**config.mk**
```make
export PLATFORM = sky130hd
export DESIGN_NAME = rate_loop_kalman_derivative_unit
export DESIGN_NICKNAME = d
export VERILOG_FILES = /design/src/rtl/rlkd_pkg.sv /design/src/rtl/rate_loop_kalman_derivative_unit.sv /design/src/rtl/rlkd_div.sv /design/src/rtl/rlkd_mul.sv /design/src/rtl/rlkd_drive.sv
export SDC_FILE = /design/constraint.sdc
export NUM_CORES = 2
export LEC_CHECK = 0
export BUFFER_PORTS_ARGS = -buffer_cell sky130_fd_sc_hd__buf_2
export CORE_MARGIN = 10
export CORE_UTILIZATION = 30
export DETAILED_ROUTE_END_ITERATION = 8
export PLACE_DENSITY_LB_ADDON = 0.12
export SLEW_MARGIN = 10
export SYNTH_ARGS = -nofsm -noshare
export SYNTH_HDL_FRONTEND = slang
export SYNTH_HIERARCHICAL = 1
export SYNTH_SLANG_ARGS = --single-unit
```
**constraint.sdc**
```tcl
create_clock -name i_clk -period 6.97 [get_ports i_clk]
set_input_delay 0.3485 -clock i_clk [delete_from_list [all_inputs] [get_ports i_clk]]
set_output_delay 0.3485 -clock i_clk [all_outputs]
set_load 0.02 [all_outputs]
```
**src/rtl/rlkd_pkg.sv**
```systemverilog
// Package for the gimbal rate loop with a Kalman-filtered derivative.
// Holds field widths, register reset values, register indexes and the control struct.
// No dependencies.
package rlkd_pkg;

    // Field and state widths.
    localparam int RATE_W  = 13;
    localparam int ERR_W   = 14;
    localparam int GAIN_W  = 16;
    localparam int NOISE_W = 32;
    localparam int LIM_W   = 12;
    localparam int EST_W   = 32;
    localparam int KG_W    = 25;

    // Iteration counts of the serial units.
    localparam int DIV_STEPS = 25;
    localparam int MUL_STEPS = 32;
    localparam int DRV_STEPS = 16;

    // Measurement unwrapping.
    localparam logic signed [ERR_W-1:0] UNWRAP_ABOVE = 14'sd2000;
    localparam logic signed [ERR_W-1:0] UNWRAP_STEP  = 14'sd4000;

    // Reset values of the configuration registers and the filter state.
    localparam logic [GAIN_W-1:0]  KP_RESET   = 16'd96;
    localparam logic [GAIN_W-1:0]  KI_RESET   = 16'd0;
    localparam logic [GAIN_W-1:0]  KD_RESET   = 16'd1600;
    localparam logic [NOISE_W-1:0] Q_RESET    = 32'd206360;
    localparam logic [NOISE_W-1:0] R_RESET    = 32'd280877315;
    localparam logic [LIM_W-1:0]   ILIM_RESET = 12'd3000;
    localparam logic [LIM_W-1:0]   OLIM_RESET = 12'd3500;
    localparam logic [EST_W-1:0]   EST_RESET  = 32'd65536;
    localparam logic [EST_W-1:0]   COV_RESET  = 32'd503316480;

    // Register indexes on the configuration port.
    localparam logic [2:0] REG_KP   = 3'd0;
    localparam logic [2:0] REG_KI   = 3'd1;
    localparam logic [2:0] REG_KD   = 3'd2;
    localparam logic [2:0] REG_Q    = 3'd3;
    localparam logic [2:0] REG_R    = 3'd4;
    localparam logic [2:0] REG_ILIM = 3'd5;
    localparam logic [2:0] REG_OLIM = 3'd6;

    // Start pulses from the sequencer to the serial units.
    typedef struct packed {
        logic div_start;
        logic mul_start;
        logic drv_start;
    } t_ctl;

endpackage

```
**src/rtl/rate_loop_kalman_derivative_unit.sv**
```systemverilog
// Top level of the gimbal rate loop: PID drive with a Kalman-filtered derivative.
// Uses rlkd_pkg, rlkd_div, rlkd_mul and rlkd_drive.
//
//   channel  | direction | handshake        | contents
//   s_axis   | in        | tvalid / tready  | tdata[12:0] measured_rate, [25:13] target_rate
//   m_axis   | out       | tvalid / tready  | tdata[12:0] drive_current; tuser output_saturated
//   apb      | in        | psel / penable   | seven registers at byte address 4*i
//
// One request is in work at a time; the next request can be accepted once the previous
// result has been loaded into the output register.
// Each request passes through the 25-step gain divider, the 32-step Kalman multiplier and the
// 16-step gain accumulator, each advancing one bit per cycle.
// Reset is synchronous and active low and restores registers and filter state.
// A new request is accepted while the previous result waits on a stalled output.
module rate_loop_kalman_derivative_unit import rlkd_pkg::*; (
    input  logic        i_clk,
    input  logic        i_rst_n,
    input  logic        i_s_axis_tvalid,
    output logic        o_s_axis_tready,
    input  logic [31:0] i_s_axis_tdata,   // [12:0] measured_rate, [25:13] target_rate
    output logic        o_m_axis_tvalid,
    input  logic        i_m_axis_tready,
    output logic [15:0] o_m_axis_tdata,   // [12:0] drive_current
    output logic        o_m_axis_tuser,   // [0] output_saturated
    input  logic        psel,
    input  logic        penable,
    input  logic        pwrite,
    input  logic [4:0]  paddr,
    input  logic [31:0] pwdata,
    output logic [31:0] prdata,
    output logic        pready
);

    localparam logic [2:0] S_IDLE = 3'd0;
    localparam logic [2:0] S_PREP = 3'd1;
    localparam logic [2:0] S_DIV  = 3'd2;
    localparam logic [2:0] S_MUL  = 3'd3;
    localparam logic [2:0] S_DRV  = 3'd4;
    localparam logic [2:0] S_OUT  = 3'd5;

    // Configuration registers.
    logic [GAIN_W-1:0]  r_kp, r_ki, r_kd;
    logic [NOISE_W-1:0] r_q, r_r;
    logic [LIM_W-1:0]   r_ilim, r_olim;

    // Loop state.
    logic signed [RATE_W-1:0] r_integ, r_prev;
    logic signed [EST_W-1:0]  r_fc;
    logic [31:0]              r_cov;

    // Per-request working values.
    logic [2:0]               r_state;
    logic [2:0]               n_state;
    t_ctl                     r_ctl;
    t_ctl                     n_ctl;
    logic signed [RATE_W-1:0] r_m_in, r_t_in;
    logic signed [ERR_W-1:0]  r_e, r_d;
    logic [31:0]              r_p;
    logic                     r_ovalid;
    logic signed [RATE_W-1:0] r_odrive;
    logic                     r_osat;

    logic signed [ERR_W-1:0]  m_x, m_u, e_c, d_c;
    logic signed [14:0]       isum, ilim_s;
    logic signed [RATE_W-1:0] integ_c;
    logic [32:0]              psum;
    logic [31:0]              p_c;
    logic                     s_acc, cfg_wr, out_load;

    logic                     div_done, mul_done, drv_done;
    logic [KG_W-1:0]          k;
    logic signed [EST_W-1:0]  x;
    logic [31:0]              cov;
    logic signed [RATE_W-1:0] drive;
    logic                     sat;

    assign pready = 1'b1;
    assign cfg_wr = psel && penable && pwrite;
    assign s_acc  = i_s_axis_tvalid && o_s_axis_tready;
    assign o_s_axis_tready = (r_state == S_IDLE);
    assign out_load = (r_state == S_OUT) && (!r_ovalid || i_m_axis_tready);

    // Register writes.
    always_ff @(posedge i_clk) begin
        if (!i_rst_n) begin
            r_kp   <= KP_RESET;
            r_ki   <= KI_RESET;
            r_kd   <= KD_RESET;
            r_q    <= Q_RESET;
            r_r    <= R_RESET;
            r_ilim <= ILIM_RESET;
            r_olim <= OLIM_RESET;
        end else if (cfg_wr) begin
            case (paddr[4:2])
                REG_KP:   r_kp   <= pwdata[GAIN_W-1:0];
                REG_KI:   r_ki   <= pwdata[GAIN_W-1:0];
                REG_KD:   r_kd   <= pwdata[GAIN_W-1:0];
                REG_Q:    r_q    <= pwdata;
                REG_R:    r_r    <= pwdata;
                REG_ILIM: r_ilim <= pwdata[LIM_W-1:0];
                REG_OLIM: r_olim <= pwdata[LIM_W-1:0];
                default:  ;
            endcase
        end
    end

    // Register reads.
    always_comb begin
        case (paddr[4:2])
            REG_KP:   prdata = 32'(r_kp);
            REG_KI:   prdata = 32'(r_ki);
            REG_KD:   prdata = 32'(r_kd);
            REG_Q:    prdata = r_q;
            REG_R:    prdata = r_r;
            REG_ILIM: prdata = 32'(r_ilim);
            REG_OLIM: prdata = 32'(r_olim);
            default:  prdata = 32'd0;
        endcase
    end

    // Unwrap, error, clamped integral, rate change and predicted covariance.
    always_comb begin
        m_x    = 14'(r_m_in);
        m_u    = (m_x > UNWRAP_ABOVE) ? m_x - UNWRAP_STEP : m_x;
        e_c    = 14'(r_t_in) - m_u;
        d_c    = m_u - 14'(r_prev);
        isum   = 15'(r_integ) + 15'(e_c);
        ilim_s = signed'(15'(r_ilim));
        if (isum > ilim_s) begin
            integ_c = 13'(ilim_s);
        end else if (isum < -ilim_s) begin
            integ_c = 13'(-ilim_s);
        end else begin
            integ_c = 13'(isum);
        end
        psum = {1'b0, r_cov} + {1'b0, r_q};
        p_c  = psum[32] ? 32'hFFFFFFFF : psum[31:0];
    end

    // Sequencer.
    always_comb begin
        n_state = r_state;
        n_ctl   = '0;
        case (r_state)
            S_IDLE: if (s_acc) n_state = S_PREP;
            S_PREP: begin
                n_ctl.div_start = 1'b1;
                n_state = S_DIV;
            end
            S_DIV: if (div_done) begin
                n_ctl.mul_start = 1'b1;
                n_state = S_MUL;
            end
            S_MUL: if (mul_done) begin
                n_ctl.drv_start = 1'b1;
                n_state = S_DRV;
            end
            S_DRV: if (drv_done) n_state = S_OUT;
            S_OUT: if (out_load) n_state = S_IDLE;
            default: n_state = S_IDLE;
        endcase
    end

    always_ff @(posedge i_clk) begin
        if (!i_rst_n) begin
            r_state  <= S_IDLE;
            r_ctl    <= '0;
            r_ovalid <= 1'b0;
            r_integ  <= '0;
            r_prev   <= '0;
            r_fc     <= EST_RESET;
            r_cov    <= COV_RESET;
        end else begin
            r_state <= n_state;
            r_ctl   <= n_ctl;
            if (s_acc) begin
                r_m_in <= i_s_axis_tdata[RATE_W-1:0];
                r_t_in <= i_s_axis_tdata[2*RATE_W-1:RATE_W];
            end
            if (r_state == S_PREP) begin
                r_e     <= e_c;
                r_d     <= d_c;
                r_p     <= p_c;
                r_integ <= integ_c;
                r_prev  <= 13'(m_u);
            end
            if (r_state == S_MUL && mul_done) begin
                r_fc  <= x;
                r_cov <= cov;
            end
            // Output register: loads when empty or being drained.
            if (out_load) begin
                r_ovalid <= 1'b1;
                r_odrive <= drive;
                r_osat   <= sat;
            end else if (i_m_axis_tready) begin
                r_ovalid <= 1'b0;
            end
        end
    end

    rlkd_div u_div (
        .i_clk   (i_clk),
        .i_rst_n (i_rst_n),
        .i_start (r_ctl.div_start),
        .i_p     (r_p),
        .i_r     (r_r),
        .o_done  (div_done),
        .o_k     (k)
    );

    rlkd_mul u_mul (
        .i_clk   (i_clk),
        .i_rst_n (i_rst_n),
        .i_start (r_ctl.mul_start),
        .i_k     (k),
        .i_p     (r_p),
        .i_d     (r_d),
        .i_fc    (r_fc),
        .o_done  (mul_done),
        .o_x     (x),
        .o_cov   (cov)
    );

    rlkd_drive u_drive (
        .i_clk   (i_clk),
        .i_rst_n (i_rst_n),
        .i_start (r_ctl.drv_start),
        .i_kp    (r_kp),
        .i_ki    (r_ki),
        .i_kd    (r_kd),
        .i_e     (r_e),
        .i_integ (r_integ),
        .i_x     (r_fc),
        .i_olim  (r_olim),
        .o_done  (drv_done),
        .o_drive (drive),
        .o_sat   (sat)
    );

    assign o_m_axis_tvalid = r_ovalid;
    assign o_m_axis_tdata  = {3'd0, r_odrive};
    assign o_m_axis_tuser  = r_osat;

endmodule

```
**src/rtl/rlkd_div.sv**
```systemverilog
// Bit-serial restoring divider for the Kalman gain K = p * 2^24 / (p + r).
// One quotient bit per cycle. Depends on rlkd_pkg.
module rlkd_div import rlkd_pkg::*; (
    input  logic              i_clk,
    input  logic              i_rst_n,
    input  logic              i_start,
    input  logic [31:0]       i_p,
    input  logic [31:0]       i_r,
    output logic              o_done,
    output logic [KG_W-1:0]   o_k
);

    logic            r_busy;
    logic            r_done;
    logic [4:0]      r_cnt;
    logic [32:0]     r_rem;
    logic [32:0]     r_den;
    logic [KG_W-1:0] r_q;
    logic            r_zero;
    logic [33:0]     trial;

    // The first step decides the integer bit, the later ones shift the remainder.
    assign trial = (r_cnt == 5'd0) ? {1'b0, r_rem} : {r_rem, 1'b0};

    // Compare and subtract one bit per cycle.
    always_ff @(posedge i_clk) begin
        if (!i_rst_n) begin
            r_busy <= 1'b0;
            r_done <= 1'b0;
        end else begin
            r_done <= 1'b0;
            if (i_start) begin
                r_rem  <= {1'b0, i_p};
                r_den  <= {1'b0, i_p} + {1'b0, i_r};
                r_zero <= (i_p == 32'd0) && (i_r == 32'd0);
                r_q    <= '0;
                r_cnt  <= '0;
                r_busy <= 1'b1;
            end else if (r_busy) begin
                if (trial >= {1'b0, r_den}) begin
                    r_rem <= 33'(trial - {1'b0, r_den});
                    r_q   <= {r_q[KG_W-2:0], 1'b1};
                end else begin
                    r_rem <= trial[32:0];
                    r_q   <= {r_q[KG_W-2:0], 1'b0};
                end
                r_cnt <= r_cnt + 5'd1;
                if (r_cnt == 5'(DIV_STEPS - 1)) begin
                    r_busy <= 1'b0;
                    r_done <= 1'b1;
                end
            end
        end
    end

    // A zero denominator gives a zero gain.
    assign o_k    = r_zero ? '0 : r_q;
    assign o_done = r_done;

endmodule

```
**src/rtl/rlkd_mul.sv**
```systemverilog
// Bit-serial multipliers for the Kalman estimate and covariance updates.
// Both products advance one multiplier bit per cycle. Depends on rlkd_pkg.
module rlkd_mul import rlkd_pkg::*; (
    input  logic                    i_clk,
    input  logic                    i_rst_n,
    input  logic                    i_start,
    input  logic [KG_W-1:0]         i_k,
    input  logic [31:0]             i_p,
    input  logic signed [ERR_W-1:0] i_d,
    input  logic signed [EST_W-1:0] i_fc,
    output logic                    o_done,
    output logic signed [EST_W-1:0] o_x,
    output logic [31:0]             o_cov
);

    localparam logic signed [35:0] X_MAX = 36'sd2147483647;
    localparam logic signed [35:0] X_MIN = -36'sd2147483648;

    logic                    r_busy;
    logic                    r_done;
    logic [4:0]              r_cnt;
    logic [31:0]             r_ksh;
    logic [31:0]             r_psh;
    logic [KG_W-1:0]         r_omk;
    logic signed [33:0]      r_diff;
    logic signed [EST_W-1:0] r_fc;
    logic signed [58:0]      r_accx;
    logic [56:0]             r_accc;
    logic signed [35:0]      xs;

    // MSB-first shift and add over K for the estimate and over p for the covariance.
    always_ff @(posedge i_clk) begin
        if (!i_rst_n) begin
            r_busy <= 1'b0;
            r_done <= 1'b0;
        end else begin
            r_done <= 1'b0;
            if (i_start) begin
                r_ksh  <= {7'd0, i_k};
                r_psh  <= i_p;
                r_omk  <= 25'h1000000 - i_k;
                r_diff <= (34'(i_d) <<< 16) - 34'(i_fc);
                r_fc   <= i_fc;
                r_accx <= '0;
                r_accc <= '0;
                r_cnt  <= '0;
                r_busy <= 1'b1;
            end else if (r_busy) begin
                r_accx <= (r_accx <<< 1) + (r_ksh[31] ? 59'(r_diff) : 59'sd0);
                r_accc <= (r_accc << 1) + (r_psh[31] ? 57'(r_omk) : 57'd0);
                r_ksh  <= {r_ksh[30:0], 1'b0};
                r_psh  <= {r_psh[30:0], 1'b0};
                r_cnt  <= r_cnt + 5'd1;
                if (r_cnt == 5'(MUL_STEPS - 1)) begin
                    r_busy <= 1'b0;
                    r_done <= 1'b1;
                end
            end
        end
    end

    // New estimate with a floor shift of the correction, held to 32 bits.
    always_comb begin
        xs = 36'(r_fc) + 36'(r_accx >>> 24);
        if (xs > X_MAX) begin
            o_x = X_MAX[31:0];
        end else if (xs < X_MIN) begin
            o_x = X_MIN[31:0];
        end else begin
            o_x = xs[31:0];
        end
    end

    assign o_cov  = r_accc[55:24];
    assign o_done = r_done;

endmodule

```
**src/rtl/rlkd_drive.sv**
```systemverilog
// Bit-serial gain accumulator for the drive, with truncation and output clamp.
// One bit of each gain per cycle, then a final step to scale and clamp. Depends on rlkd_pkg.
module rlkd_drive import rlkd_pkg::*; (
    input  logic                     i_clk,
    input  logic                     i_rst_n,
    input  logic                     i_start,
    input  logic [GAIN_W-1:0]        i_kp,
    input  logic [GAIN_W-1:0]        i_ki,
    input  logic [GAIN_W-1:0]        i_kd,
    input  logic signed [ERR_W-1:0]  i_e,
    input  logic signed [RATE_W-1:0] i_integ,
    input  logic signed [EST_W-1:0]  i_x,
    input  logic [LIM_W-1:0]         i_olim,
    output logic                     o_done,
    output logic signed [RATE_W-1:0] o_drive,
    output logic                     o_sat
);

    logic                     r_busy;
    logic                     r_fin;
    logic                     r_done;
    logic [3:0]               r_cnt;
    logic [GAIN_W-1:0]        r_kp;
    logic [GAIN_W-1:0]        r_ki;
    logic [GAIN_W-1:0]        r_kd;
    logic signed [ERR_W-1:0]  r_e;
    logic signed [RATE_W-1:0] r_i;
    logic signed [EST_W-1:0]  r_x;
    logic [LIM_W-1:0]         r_lim;
    logic signed [49:0]       r_acc;
    logic signed [RATE_W-1:0] r_drive;
    logic                     r_sat;
    logic signed [14:0]       pe;
    logic signed [49:0]       term;
    logic signed [49:0]       rnd;
    logic signed [49:0]       v;
    logic signed [49:0]       lim_s;

    // Partial terms for the current gain bit.
    always_comb begin
        pe    = (r_kp[GAIN_W-1] ? 15'(r_e) : 15'sd0)
              + (r_ki[GAIN_W-1] ? 15'(r_i) : 15'sd0);
        term  = (50'(pe) <<< 16) + (r_kd[GAIN_W-1] ? 50'(r_x) : 50'sd0);
        rnd   = r_acc + (r_acc[49] ? 50'sd1048575 : 50'sd0);
        v     = rnd >>> (GAIN_W + 4);
        lim_s = signed'(50'(r_lim));
    end

    // Accumulate, then truncate toward zero and clamp.
    always_ff @(posedge i_clk) begin
        if (!i_rst_n) begin
            r_busy <= 1'b0;
            r_fin  <= 1'b0;
            r_done <= 1'b0;
        end else begin
            r_done <= 1'b0;
            r_fin  <= 1'b0;
            if (i_start) begin
                r_kp   <= i_kp;
                r_ki   <= i_ki;
                r_kd   <= i_kd;
                r_e    <= i_e;
                r_i    <= i_integ;
                r_x    <= i_x;
                r_lim  <= i_olim;
                r_acc  <= '0;
                r_cnt  <= '0;
                r_busy <= 1'b1;
            end else if (r_busy) begin
                r_acc <= (r_acc <<< 1) + term;
                r_kp  <= {r_kp[GAIN_W-2:0], 1'b0};
                r_ki  <= {r_ki[GAIN_W-2:0], 1'b0};
                r_kd  <= {r_kd[GAIN_W-2:0], 1'b0};
                r_cnt <= r_cnt + 4'd1;
                if (r_cnt == 4'(DRV_STEPS - 1)) begin
                    r_busy <= 1'b0;
                    r_fin  <= 1'b1;
                end
            end else if (r_fin) begin
                if (v > lim_s) begin
                    r_drive <= 13'(lim_s);
                    r_sat   <= 1'b1;
                end else if (v < -lim_s) begin
                    r_drive <= 13'(-lim_s);
                    r_sat   <= 1'b1;
                end else begin
                    r_drive <= 13'(v);
                    r_sat   <= 1'b0;
                end
                r_done <= 1'b1;
            end
        end
    end

    assign o_drive = r_drive;
    assign o_sat   = r_sat;
    assign o_done  = r_done;

endmodule

```
# Word-level counts from Yosys, hierarchy flattened
# Index checks and enable logic that the tools add are counted.
# totals
register_bits	899
word_cells	213
# classes
n_addsub	21
n_lt_le_gt_ge	8
n_eq_ne	19
n_mux	62
bitwise	5
reduce_logical	41
# op_table
op	count
$pmux W32 S7	1
$mux W32	6
$mux W59	2
$mux W25	4
$mux W50	2
$mux W16	6
$add A32 B32 Y33	2
$mux W33	2
$logic_not A32 Y1	2
$add A59 B59 Y59	1
$add A56 B25 Y56	1
$mux W56	1
$add A31 B50 Y50	1
$add A50 B21 Y50	1
$add A50 B50 Y50	1
$lt A30 B50 Y1	1
$neg A12 Y50	1
$mux W13	3
$add A32 B35 Y36	1
$gt A36 B32 Y1 const B	1
$lt A36 B32 Y1 const B	1
$reduce_and A2 Y1	18
$ge A34 B33 Y1	1
$mux W34	1
other kinds (41)	95

# Longest topological paths before layout
# depth
word_depth	7
ltp_mapped	32
ltp_nobuf	31

# Cells and area by module
# Netlist, hierarchy kept.
# by_module_without_submodules
module	instances	cells_each	area_each_um2
rlkd_mul	1	1810	18522.8
rate_loop_kalman_derivative_unit	1	1993	17626.9
rlkd_drive	1	1363	14266.2
rlkd_div	1	927	8106.5

# Least setup slack after synthesis
# Ideal clock, no wire load.
# synth_path
path_type	register to register
start	register u_drive.r_ki[15]
end	register u_drive.r_acc[45] (data pin)
setup_ns	0.266
t_arrival_ns	6.005
t_required_ns	6.704
path_slack_ns	0.699
stages_incl_launch_ff	25
n_path_buf	1
period_less_slack_ns	6.271
path_cell_list	edfxtp_1 clkbuf_1 nand2_1 fa_1 nor2b_1 o21ai_0 a21oi_1 o21a_1 o21ai_0 a21oi_1 o311ai_0 a31oi_1 fa_1 inv_1 ha_1 a21o_1 a21o_1 a21oi_1 inv_1 a2bb2oi_1 o31ai_1 a21oi_1 o21ai_0 xnor2_1 nor2_1
# synth_between
elab_chain_cells	5
# synth_rtl
item	line_no	text
from (decl)	rlkd_drive.sv:24	logic [GAIN_W-1:0] r_ki;
from (signal assigned)	rlkd_drive.sv:60	r_ki <= i_ki;
from (signal assigned)	rlkd_drive.sv:72	r_ki <= {r_ki[GAIN_W-2:0], 1'b0};
$mux W15	rlkd_drive.sv:42	+ (r_ki[GAIN_W-1] ? 15'(r_i) : 15'sd0);
$add A15 B15 Y15	rlkd_drive.sv:42	
$add A31 B50 Y50	rlkd_drive.sv:43	term = (50'(pe) <<< 16) + (r_kd[GAIN_W-1] ? 50'(r_x) : 50'sd0);
$add A50 B50 Y50	rlkd_drive.sv:70	r_acc <= (r_acc <<< 1) + term;
$mux W50	rlkd_drive.sv:69	end else if (r_busy) begin
to (signal assigned)	rlkd_drive.sv:70	
to (decl)	rlkd_drive.sv:30	logic signed [49:0] r_acc;
# No other way between the ends. The select of a mux whose other input is x is not followed.
# A chain may end at the register's enable or synchronous reset.

# Worst setup path in the final report
# layout_path
start	register r_m_in[5]
end	register r_integ[4]
# layout_between
elab_chain_cells	7
# layout_rtl
item	line_no	text
from (decl)	rate_loop_kalman_derivative_unit.sv:56	logic signed [RATE_W-1:0] r_m_in, r_t_in;
from (signal assigned)	rate_loop_kalman_derivative_unit.sv:177	r_m_in <= i_s_axis_tdata[RATE_W-1:0];
$sub A13 B13 Y14 / $gt A13 B12 Y1 (equally long branches)	rate_loop_kalman_derivative_unit.sv:124	m_u = (m_x > UNWRAP_ABOVE) ? m_x - UNWRAP_STEP : m_x;
$mux W14 (*)	rate_loop_kalman_derivative_unit.sv:124	
$sub A13 B14 Y14 (*)	rate_loop_kalman_derivative_unit.sv:125	e_c = 14'(r_t_in) - m_u;
via e_c[9]	rate_loop_kalman_derivative_unit.sv:63	logic signed [ERR_W-1:0] m_x, m_u, e_c, d_c;
$add A13 B14 Y15 (*)	rate_loop_kalman_derivative_unit.sv:127	isum = 15'(r_integ) + 15'(e_c);
$lt A15 B15 Y1	rate_loop_kalman_derivative_unit.sv:131	end else if (isum < -ilim_s) begin
$mux W13	rate_loop_kalman_derivative_unit.sv:131	
$mux W13 (*)	rate_loop_kalman_derivative_unit.sv:129	if (isum > ilim_s) begin
to (signal assigned)	rate_loop_kalman_derivative_unit.sv:184	r_integ <= integ_c;
to (decl)	rate_loop_kalman_derivative_unit.sv:47	logic signed [RATE_W-1:0] r_integ, r_prev;
# Mark *: on every way through the listed nets, which the timed path passes. The rest lies on a longest branch.

==> flow_summary.yaml <==
outcome:
  status: "finished clean"
cts:
  clock_latency_ps: 760
  cts_buffers: 110
  clock_sinks: 897
  clk_pin_slew_ps: 60
  cts_tree: "yes"
  cts_setup_buffers: 0
  cts_max_level: 3
  cts_root_buffer: "clkbuf_16"
  clockBufferDepth: 3
drt:
  via_count: 44566
  drc_errors: 0
  totalWireLength_mm: 177.8
  final_antenna_net_count: 0
  viasPerCell: 5.060
  wl_per_cell_um: 20.19
  dr.pass1.iters: 7
  drt_iter0_drc: 2532
floorplanning:
  dieArea_um2: 213100
  initial_core_util_pct: 30.11
  ioPinCount: 128
  row_count: 162
  coreArea_um2: 194400
  die_w_um: 461.7
  die_h_um: 461.7
finish:
  utilization_pct: 33.88
  area_growth_pct: 12.53
  final_common_cell: "nand2_1"
  final_cell_mix: "849 x nand2_1, 657 x edfxtp_1, 445 x ha_1, 387 x nor2_1, 332 x a21oi_1"
  fin_nets: 6733
  drive_above_1_share_pct: 9.531
timing:
  drv_slew: 0
  period_share_pct: 92.49
  finalCriticalPeriod_ps: 6447
  slew_headroom_pct: 25.67
  fin_tns_setup_ps: 0
  hold_violations: 0
  fmax_ghz: 0.1551
  setup_violations: 0
  finClkSkew_ps: 70.27
  worstMarginPinSlew_ps: 1115
  holdWs_ps: 133.6
global_route:
  grt_pass1_wl_mm: 273.3
  grt_pass1_vias: 44468
  grt.total_usage_pct: 16.31
  grt_max_degree: 85
  antenna_found_initial: 10
  overflow: 0
synth:
  synth_warnings: 6
  synthDistinctLibCells: 115
  synthCells: 6093
  avgSynthCellArea_um2: 9.605
  ys.flop_type: "edfxtp_1"
  synth_seq_cells: 897
  yosysSeqAreaShare_pct: 41.92
  synth_edf_count: 657
  asyncSetResetFlopFracSynth_pct: 0
  synthesis.area_um2: 58520
setup_path:
  path_max_fanout: 7
  slowest_stage: "edfxtp_1"
  cpPeakStageDelay_ps: 440
  startpoint: "r_m_in[5]"
  required_ps: 7570
  start_kind: "flop"
  r2r-start: "r_m_in[5]"
  cp_common_cell: "ha_1"
  critPathKind: "reg -> reg"
  worstPathArrival_ps: 7050
  worstSetupEndpointType: "flop"
run:
  cap_viol_max_count: 0
worst_hold_path:
  hp-class: "in -> reg"
  hold_start: "i_rst_n"
placement:
  place.gp.congestion: 0.8192
  numPortBuffers: 115
  hpwl_mm: 131.1
power:
  ir_worst_vdd_mv: 0.1892
  p_per_area_nw_per_um2: 196.2
  power.leakage_nw: 25.83
  power_w: 0.01292
## per-stage QoR
step	setup WS, ps	area, µm²	cells
6_report	523.2	65860	8808
5_1_grt	-18.79	65850	8807
4_1_cts	109.6	65770	8806
3_5_place_dp	179.9	61590	8540
3_3_place_gp	281.5	61570	8539
2_1_floorplan	698.7	58530	6095
## registers in the layout, indices dropped and copies added (netlist names), 33 cells and up
name and cells:
u_div/r_den 33, u_div/r_rem 33, u_drive/r_acc 50, u_mul/r_accc 56, u_mul/r_accx 59, u_mul/r_diff 33
## power by group
group	internal [W]	switching, W	total, W
clock network	0.00327	0.00251	0.00578
registers	0.00576	0.0000585	0.00582
logic	0.000510	0.000812	0.00132
total	0.00954	0.00338	0.0129
## cell type report
| class | count | area, µm² |
|---|---|---|
| fill | 19856 | 128500 |
| multi-input combinational | 4605 | 31720 |
| sequential | 897 | 24540 |
| tap | 2542 | 3181 |
| clock buffer | 153 | 3055 |
| timing repair buffer | 228 | 1590 |
| inverter | 326 | 1225 |
| clock inverter | 55 | 540.5 |
| antenna | 2 | 5.005 |
## timing repair
action                                  CTS  global route
endpoints found under the setup margin    0            13
endpoints found under the hold margin   162             0
gates resized for setup                   0            17
hold buffers                             58             0
## metal layers
| metal | part of all wire [%] | GRT usage, % | wire [µm] | vias up |
|---|---|---|---|---|
| met5 | 0 | 0 | 0 | - |
| li1 | - | - | - | 22057 |
| met2 | 49 | 28.44 | 86510 | 703 |
| met3 | 3.1 | 1.942 | 5493 | 208 |
| met1 | 46 | 21.36 | 81160 | 21598 |
| met4 | 2.6 | 4.197 | 4642 | 0 |
## path summary, 6_finish.rpt
| kind | slack, ps | to | cells past startpoint |
|---|---|---|---|
| setup / recovery | 520 | r_integ[4] | 29 |
| hold / removal | 130 | r_r[28] | 2 |
| setup reg to reg | 520 | r_integ[4] | 29 |
| hold reg to reg | 420 | u_drive/r_e[0] | 0 |
## Yosys cell counts, types with 23 or more instances
| cell type | instances | area, µm² |
|---|---|---|
| or2_2 | 27 | 168.9 |
| mux2i_1 | 30 | 300.3 |
| nand2b_1 | 51 | 319.1 |
| nand3_1 | 178 | 890.9 |
| o31ai_1 | 23 | 172.7 |
| o21a_1 | 65 | 488.0 |
| buf_4 | 39 | 292.8 |
| ha_1 | 445 | 5568 |
| nand4_1 | 63 | 394.1 |
| mux2_2 | 117 | 1318 |
| a31oi_1 | 45 | 281.5 |
| a21boi_0 | 182 | 1366 |
| xor2_1 | 153 | 1340 |
| nor3_1 | 90 | 450.4 |
| and3_1 | 65 | 406.6 |
| fa_1 | 44 | 880.8 |
| a21o_1 | 171 | 1284 |
| o21ai_0 | 236 | 1181 |
| nor4_1 | 41 | 256.5 |
| o211ai_1 | 47 | 352.8 |
| xnor2_1 | 234 | 2049 |
| nor2b_1 | 118 | 738.2 |
| edfxtp_1 | 657 | 19730 |
| dfxtp_1 | 240 | 4805 |
| clkbuf_1 | 182 | 683.2 |
| a21oi_1 | 333 | 1667 |
| and2_1 | 134 | 838.3 |
| nand2_1 | 850 | 3191 |
| inv_1 | 326 | 1224 |
| nor2_1 | 390 | 1464 |
| a211oi_1 | 37 | 277.8 |
| or3_1 | 30 | 187.7 |
| o21bai_1 | 36 | 270.3 |
## worst max-delay path: cells and delay by family, from the launching register on
kind            cells  cell delay [ps]
compound gates     10             2230
xor+xnor            3              490
fa+ha+maj           4             1190
buf+inv             3              340
flops               1              440
mux                 1              310
simple gates        8             1300
## cells by family after synthesis
group | count (synthesis) | synth area share, %
simple gates | 2148 | 17.64
mux | 153 | 2.995
other cells | 2 | 0.01283
compound gates | 1422 | 16.39
flops | 897 | 41.92
buf+inv | 593 | 4.199
xor+xnor | 387 | 5.792
fa+ha+maj | 491 | 11.05
Power figures use the tool's default switching activity.
